`config.mk`:
```
export PLATFORM = sky130hd
export DESIGN_NAME = xoshiro128pp_prng_with_seeding_core
export DESIGN_NICKNAME = d
export VERILOG_FILES = /design/src/rtl/core/xsr128pp_pkg.sv /design/src/rtl/core/xsr128pp_dp.sv /design/src/rtl/core/xsr128pp_ctrl.sv /design/src/rtl/core/xoshiro128pp_prng_with_seeding_core.sv
export SDC_FILE = /design/constraint.sdc
export NUM_CORES = 2
export LEC_CHECK = 0
export BUFFER_PORTS_ARGS = -buffer_cell sky130_fd_sc_hd__buf_2
export CORE_MARGIN = 3
export CORE_UTILIZATION = 65
export DETAILED_ROUTE_END_ITERATION = 10
export PLACE_DENSITY = 0.92
export SYNTH_ARGS = -nofsm -noshare
export SYNTH_HDL_FRONTEND = slang
export SYNTH_SLANG_ARGS = --single-unit
```
`constraint.sdc`:
```
create_clock -name clk -period 11.1 [get_ports clk]
set_clock_uncertainty 0.05 [all_clocks]
set_input_delay 2.22 -clock clk [delete_from_list [all_inputs] [get_ports clk]]
set_output_delay 2.22 -clock clk [all_outputs]
set_load 0.1 [all_outputs]
```
`src/rtl/core/xsr128pp_pkg.sv`:
```
`timescale 1ns / 1ps
// ----------------------------------------------------------------------------
// xsr128pp_pkg
// Shared types and constants of the xoshiro128++ generator with splitmix64
// seed expansion.
// ----------------------------------------------------------------------------
package xsr128pp_pkg;

  localparam logic [63:0] DEFAULT_SEED = 64'd88172645463325252;
  localparam logic [63:0] GOLDEN_STEP  = 64'h9e37_79b9_7f4a_7c15;
  localparam logic [63:0] MIX_MUL_A    = 64'hbf58_476d_1ce4_e5b9;
  localparam logic [63:0] MIX_MUL_B    = 64'h94d0_49bb_1331_11eb;

  localparam int unsigned WORD_W = 32;
  localparam int unsigned SEED_W = 64;

  localparam logic CMD_GENERATE = 1'b0;
  localparam logic CMD_RESEED   = 1'b1;

  typedef enum logic [3:0] {
    OP_NONE,
    OP_LOAD_DEFAULT,
    OP_LOAD_SEED,
    OP_ADVANCE,
    OP_MUL_LL,
    OP_MUL_HL,
    OP_MUL_LH,
    OP_REMIX,
    OP_STORE,
    OP_GENERATE
  } dp_op_t;

  typedef struct packed {
    dp_op_t op;
    logic   sel_b;
  } dp_cmd_t;

  typedef struct packed {
    logic last_word;
  } dp_status_t;

endpackage

```
`src/rtl/core/xsr128pp_dp.sv`:
```
`timescale 1ns / 1ps
// ----------------------------------------------------------------------------
// xsr128pp_dp
// Generator datapath: four state words, the splitmix64 cursor and mix
// registers, one shared 32x32 multiplier and the output word register.
// ----------------------------------------------------------------------------
module xsr128pp_dp (
  input  logic                                   clk,
  input  xsr128pp_pkg::dp_cmd_t                  cmd,
  input  logic [xsr128pp_pkg::SEED_W-1:0]        seed,
  output xsr128pp_pkg::dp_status_t               status,
  output logic [xsr128pp_pkg::WORD_W-1:0]        random_word
);

  logic [3:0][31:0] words;
  logic [63:0]      cursor;
  logic [63:0]      mval;
  logic [63:0]      acc;
  logic [1:0]       wcnt;

  logic [63:0] step_sum;
  logic [63:0] mul_c;
  logic [31:0] mul_a;
  logic [31:0] mul_b;
  logic [63:0] prod;
  logic [31:0] sum03;
  logic [31:0] gen_word;
  logic [31:0] n0, n1, n2, n3, t2, t3;

  assign step_sum = cursor + xsr128pp_pkg::GOLDEN_STEP;
  assign mul_c    = cmd.sel_b ? xsr128pp_pkg::MIX_MUL_B : xsr128pp_pkg::MIX_MUL_A;

  always_comb begin
    case (cmd.op)
      xsr128pp_pkg::OP_MUL_HL: begin
        mul_a = mval[63:32];
        mul_b = mul_c[31:0];
      end
      xsr128pp_pkg::OP_MUL_LH: begin
        mul_a = mval[31:0];
        mul_b = mul_c[63:32];
      end
      default: begin
        mul_a = mval[31:0];
        mul_b = mul_c[31:0];
      end
    endcase
  end

  assign prod = 64'(mul_a) * 64'(mul_b);

  // xoshiro128++ output and state update
  assign sum03    = words[0] + words[3];
  assign gen_word = {sum03[24:0], sum03[31:25]} + words[0];
  assign t2       = words[2] ^ words[0];
  assign t3       = words[3] ^ words[1];
  assign n1       = words[1] ^ t2;
  assign n0       = words[0] ^ t3;
  assign n2       = t2 ^ {words[1][22:0], 9'd0};
  assign n3       = {t3[20:0], t3[31:21]};

  assign status.last_word = (wcnt == 2'd3);

  always_ff @(posedge clk) begin
    unique case (cmd.op) inside
      xsr128pp_pkg::OP_LOAD_DEFAULT: begin
        cursor <= xsr128pp_pkg::DEFAULT_SEED;
        wcnt   <= 2'd0;
      end
      xsr128pp_pkg::OP_LOAD_SEED: begin
        cursor <= seed;
        wcnt   <= 2'd0;
      end
      xsr128pp_pkg::OP_ADVANCE: begin
        cursor <= step_sum;
        mval   <= step_sum ^ (step_sum >> 30);
      end
      xsr128pp_pkg::OP_MUL_LL: begin
        acc <= prod;
      end
      xsr128pp_pkg::OP_MUL_HL, xsr128pp_pkg::OP_MUL_LH: begin
        acc[63:32] <= acc[63:32] + prod[31:0];
      end
      xsr128pp_pkg::OP_REMIX: begin
        mval <= acc ^ (acc >> 27);
      end
      xsr128pp_pkg::OP_STORE: begin
        words[wcnt] <= acc[31:0] ^ acc[62:31];
        wcnt        <= wcnt + 2'd1;
      end
      xsr128pp_pkg::OP_GENERATE: begin
        words       <= {n3, n2, n1, n0};
        random_word <= gen_word;
      end
      default: begin
      end
    endcase
  end

endmodule

```
`src/rtl/core/xsr128pp_ctrl.sv`:
```
`timescale 1ns / 1ps
// ----------------------------------------------------------------------------
// xsr128pp_ctrl
// Sequencer: input and output handshakes, seeding sequence, datapath commands.
// ----------------------------------------------------------------------------
module xsr128pp_ctrl (
  input  logic                        clk,
  input  logic                        rst,
  input  logic                        s_tvalid,
  output logic                        s_tready,
  input  logic                        s_tuser,
  output logic                        m_tvalid,
  input  logic                        m_tready,
  output xsr128pp_pkg::dp_cmd_t       cmd,
  input  xsr128pp_pkg::dp_status_t    status
);

  typedef enum logic [10:0] {
    S_IDLE  = 11'b000_0000_0001,
    S_INIT  = 11'b000_0000_0010,
    S_STEP  = 11'b000_0000_0100,
    S_MA0   = 11'b000_0000_1000,
    S_MA1   = 11'b000_0001_0000,
    S_MA2   = 11'b000_0010_0000,
    S_REMIX = 11'b000_0100_0000,
    S_MB0   = 11'b000_1000_0000,
    S_MB1   = 11'b001_0000_0000,
    S_MB2   = 11'b010_0000_0000,
    S_STORE = 11'b100_0000_0000
  } state_t;

  state_t state;
  state_t state_next;
  logic   accept;

  assign s_tready = (state == S_IDLE) && (!m_tvalid || m_tready);
  assign accept   = s_tvalid && s_tready;

  always_comb begin
    state_next = state;
    cmd.op     = xsr128pp_pkg::OP_NONE;
    cmd.sel_b  = 1'b0;
    unique case (state)
      S_IDLE: begin
        if (accept) begin
          if (s_tuser == xsr128pp_pkg::CMD_RESEED) begin
            cmd.op     = xsr128pp_pkg::OP_LOAD_SEED;
            state_next = S_STEP;
          end else begin
            cmd.op = xsr128pp_pkg::OP_GENERATE;
          end
        end
      end
      S_INIT: begin
        cmd.op     = xsr128pp_pkg::OP_LOAD_DEFAULT;
        state_next = S_STEP;
      end
      S_STEP: begin
        cmd.op     = xsr128pp_pkg::OP_ADVANCE;
        state_next = S_MA0;
      end
      S_MA0: begin
        cmd.op     = xsr128pp_pkg::OP_MUL_LL;
        state_next = S_MA1;
      end
      S_MA1: begin
        cmd.op     = xsr128pp_pkg::OP_MUL_HL;
        state_next = S_MA2;
      end
      S_MA2: begin
        cmd.op     = xsr128pp_pkg::OP_MUL_LH;
        state_next = S_REMIX;
      end
      S_REMIX: begin
        cmd.op     = xsr128pp_pkg::OP_REMIX;
        state_next = S_MB0;
      end
      S_MB0: begin
        cmd.op     = xsr128pp_pkg::OP_MUL_LL;
        cmd.sel_b  = 1'b1;
        state_next = S_MB1;
      end
      S_MB1: begin
        cmd.op     = xsr128pp_pkg::OP_MUL_HL;
        cmd.sel_b  = 1'b1;
        state_next = S_MB2;
      end
      S_MB2: begin
        cmd.op     = xsr128pp_pkg::OP_MUL_LH;
        cmd.sel_b  = 1'b1;
        state_next = S_STORE;
      end
      S_STORE: begin
        cmd.op     = xsr128pp_pkg::OP_STORE;
        state_next = status.last_word ? S_IDLE : S_STEP;
      end
      default: begin
        state_next = S_INIT;
      end
    endcase
  end

  always_ff @(posedge clk) begin
    if (rst) begin
      state    <= S_INIT;
      m_tvalid <= 1'b0;
    end else begin
      state <= state_next;
      if (accept && (s_tuser == xsr128pp_pkg::CMD_GENERATE)) begin
        m_tvalid <= 1'b1;
      end else if (m_tready) begin
        m_tvalid <= 1'b0;
      end
    end
  end

endmodule

```
`src/rtl/core/xoshiro128pp_prng_with_seeding_core.sv`:
```
`timescale 1ns / 1ps
// ----------------------------------------------------------------------------
// xoshiro128pp_prng_with_seeding_core
// xoshiro128++ 32-bit random word generator with splitmix64 seed expansion.
//
// channel   dir  word contents
// s_*       in   tuser: command (0 generate, 1 reseed); tdata: seed
// m_*       out  tdata: random_word
//
// A generate word is taken back to back while the output register is free
// or being drained. A reseed word runs four splitmix64 rounds: S_STEP,
// a 64-bit mul, S_REMIX, a second 64-bit mul and S_STORE, on the shared
// 32x32 multiplier (three partial products per 64-bit mul). After rst the
// default seed is expanded the same way before s_tready rises.
// A stalled output holds its word and stops new input.
// ----------------------------------------------------------------------------
module xoshiro128pp_prng_with_seeding_core (
  input  logic        clk,
  input  logic        rst,
  input  logic        s_tvalid,
  output logic        s_tready,
  input  logic [63:0] s_tdata,   // [63:0] seed
  input  logic        s_tuser,   // [0] command
  output logic        m_tvalid,
  input  logic        m_tready,
  output logic [31:0] m_tdata    // [31:0] random_word
);

  xsr128pp_pkg::dp_cmd_t    cmd;
  xsr128pp_pkg::dp_status_t status;

  xsr128pp_ctrl u_ctrl (
    .clk      (clk),
    .rst      (rst),
    .s_tvalid (s_tvalid),
    .s_tready (s_tready),
    .s_tuser  (s_tuser),
    .m_tvalid (m_tvalid),
    .m_tready (m_tready),
    .cmd      (cmd),
    .status   (status)
  );

  xsr128pp_dp u_dp (
    .clk         (clk),
    .cmd         (cmd),
    .seed        (s_tdata),
    .status      (status),
    .random_word (m_tdata)
  );

  a_stall_blocks_input: assert property (@(posedge clk) disable iff (rst)
    (m_tvalid && !m_tready) |-> !s_tready)
    else $error("input taken while output word stalled");

  a_generate_gives_word: assert property (@(posedge clk) disable iff (rst)
    (s_tvalid && s_tready && (s_tuser == xsr128pp_pkg::CMD_GENERATE)) |=> m_tvalid)
    else $error("generate did not present a word");

  a_reseed_busy: assert property (@(posedge clk) disable iff (rst)
    (s_tvalid && s_tready && (s_tuser == xsr128pp_pkg::CMD_RESEED)) |=> !s_tready)
    else $error("input ready during seed expansion");

endmodule
```
==> metrics <==
Worst-Skew Late Latency=550 ps; met3 routed WL=21.99 mm; All-Layer GR Usage=39.95%; die height=289.8 um; clk buf depth=3; DR pass1 iterations=9; GR Overflow Total=0; RSZ-0062 raised after global routing=true; Seq/Total Area, Yosys=20.76%; Cell Area, Placed=54520 um2; most frequent cells in the layout=inv_1 (982), fa_1 (822), ha_1 (435); Placer Congestion=1.203; Final ANT Viol Nets=0; syn nets=6614; clk sinks=366; fin area=55680 um2; core area=79390 um2; Die W=289.8 um; placed cells=6382; WS Path Type=register to register; met1 wire length=59.28 mm; vias in the first global route=41890; Worst-Margin Slew=1227 ps; fmax=92.03 MHz; # IOs=103; most common cell after layout, fill and taps aside=inv_1; CP Launch Type=register; Finish-stage setup viols=0; CTS HTree Levels=2; routed len/inst=26.00 um; crit share post-route=97.90%; Max-slew headroom=16.07%; Setup crit end kind=register; Yosys cell types=80; final worst path period need=10870 ps; post-DP HPWL=138.9 mm; Avg Cell Area, Syn=9.907 um2; synthesis-stage register bit count=366; final non-filler cell total=6445; WL final=167.6 mm; worst-path fanout max=19; Remaining DRCs=1; synthesized cell area=52370 um2; synthesized netlist cell count=5286; post-CTS setup buffers=0; total CTS buffers=35; num rows=103; CP required=11320 ps; n_diodes=0; fin util=70.13%; Reg clk slew, reported paths=70 ps; max layer used=met5; metal2 WL=74.23 mm; Final Hold Fails=0; fraction of layout cells with a size suffix above 1=6.858%; Slowest cell on crit path=or4_2; root buf cell=clkbuf_16; outcome=finished, violations left; Synth warnings=0; critical path's largest stage delay=760 ps; Vias/cell=6.346; crit path DAT=11090 ps; HP Class=register to register; initial core utilization=65.97%; die footprint=84010 um2; antenna violations before repair=1; FFs w/ async S/R, synth=0%; Synth Flop Type=edfxtp_1; EDFF count, synth=354; area grow syn2layout=6.314%; max cap viols=0; Slew Viols, Final=0; violated checks=DRC; nets=6697; Via Count=40900; largest net degree at the start of global routing=125; wire length of the first global-routing pass=253.2 mm; # port buffers=102; CP most frequent cell=fa_1; Iter 0 DRT Violations=5602; CTS tree=built
registers in the layout, indices dropped and copies added (netlist names):
signal and cells:
u_dp.words 128, u_dp.cursor 64, u_dp.wcnt 2, u_dp.acc 64, u_dp.mval 64, u_dp.random_word 32
u_ctrl.state 11, u_ctrl.m_tvalid 1
worst max-delay path: cells and delay by family, from the launching register on:
| kind | cells | cell delay (ps) |
|---|---|---|
| simple gates | 8 | 2370 |
| fa+ha+maj | 11 | 5040 |
| compound gates | 10 | 1590 |
| flops | 1 | 370 |
| buf+inv | 5 | 840 |
| xor+xnor | 1 | 310 |
cells in the mapped netlist (15+ instances only):
| cell type | n | share of area, % |
|---|---|---|
| a22o_1 | 18 | 0.30 |
| nor2_1 | 330 | 2.4 |
| nor3_1 | 52 | 0.50 |
| fa_1 | 822 | 31 |
| nor2b_1 | 35 | 0.42 |
| and2_1 | 97 | 1.2 |
| edfxtp_1 | 354 | 20 |
| clkbuf_1 | 152 | 1.1 |
| or2_2 | 20 | 0.24 |
| o21a_1 | 31 | 0.44 |
| nand2b_1 | 78 | 0.93 |
| o21bai_1 | 25 | 0.36 |
| nand3_1 | 178 | 1.7 |
| nand4_1 | 25 | 0.30 |
| a211oi_1 | 16 | 0.23 |
| or3_1 | 19 | 0.23 |
| nor4_1 | 15 | 0.18 |
| inv_1 | 983 | 7.0 |
| a21o_1 | 84 | 1.2 |
| nand2_1 | 290 | 2.1 |
| a21oi_1 | 214 | 2.0 |
| and3_1 | 20 | 0.24 |
| ha_1 | 437 | 10 |
| xnor2_1 | 256 | 4.3 |
| buf_1 | 27 | 0.19 |
| mux2_2 | 20 | 0.43 |
| o21ai_0 | 251 | 2.4 |
| xor2_1 | 217 | 3.6 |
| a221o_1 | 16 | 0.31 |
| mux2i_1 | 17 | 0.32 |
final timing paths:
check	from	endpoint	slack, ps	depth (start not counted)
worst max-delay path	u_ctrl.state[1]	u_dp.acc[61]	230	35
worst min-delay path	u_ctrl.m_tvalid	u_ctrl.m_tvalid	470	2
worst max register to register	u_ctrl.state[1]	u_dp.acc[61]	230	35
worst min register to register	u_ctrl.m_tvalid	u_ctrl.m_tvalid	470	2
cell families after synthesis:
| logic type | synth area share [%] |
|---|---|
| buffers and inverters | 8.427 |
| DFF | 20.76 |
| and+or+nand+nor | 10.90 |
| AOI/OAI and AO/OA | 9.322 |
| xor gates and xnor gates | 7.973 |
| adders and majority gates | 41.86 |
| muxes | 0.7550 |
final cells by class:
class,instances,area [um2]
inverters,991,3720
flip-flops and latches,366,10870
well taps,1050,1314
multi-input cells,3747,37190
clock inverters,16,105.1
clock buffers,47,1003
repair buffers,228,1476
fillers,5796,23710
routing by layer:
metal | GRT usage, % | up-vias
met1 | 53.43 | 20000
met3 | 9.154 | 624
met4 | 21.64 | 2
met5 | 0 | -
met2 | 61.06 | 3055
li1 | - | 17220
what timing repair did:
| action | CTS | global route |
|---|---|---|
| hold buffers | 0 | 0 |
| hold endpoints to repair | 0 | 0 |
| gates resized for setup | 0 | 11 |
| setup endpoints to repair | 0 | 9 |
through the flow:
| step | setup TNS [ps] | setup WS (ps) | hold WS, ps |
|---|---|---|---|
| 5_1_grt | -123.4 | -94.41 | 497.9 |
| 4_1_cts | 0 | 50.43 | 457.2 |
| 3_5_place_dp | 0 | 142.5 | 445.7 |
| 2_1_floorplan | 0 | 884.3 | 473.2 |
| 6_report | 0 | 233.5 | 465.3 |
| 3_3_place_gp | 0 | 360.5 | 434.0 |
Power is not shown: default switching activity piles up to over one toggle a cycle in this logic, so the estimate is an artifact.
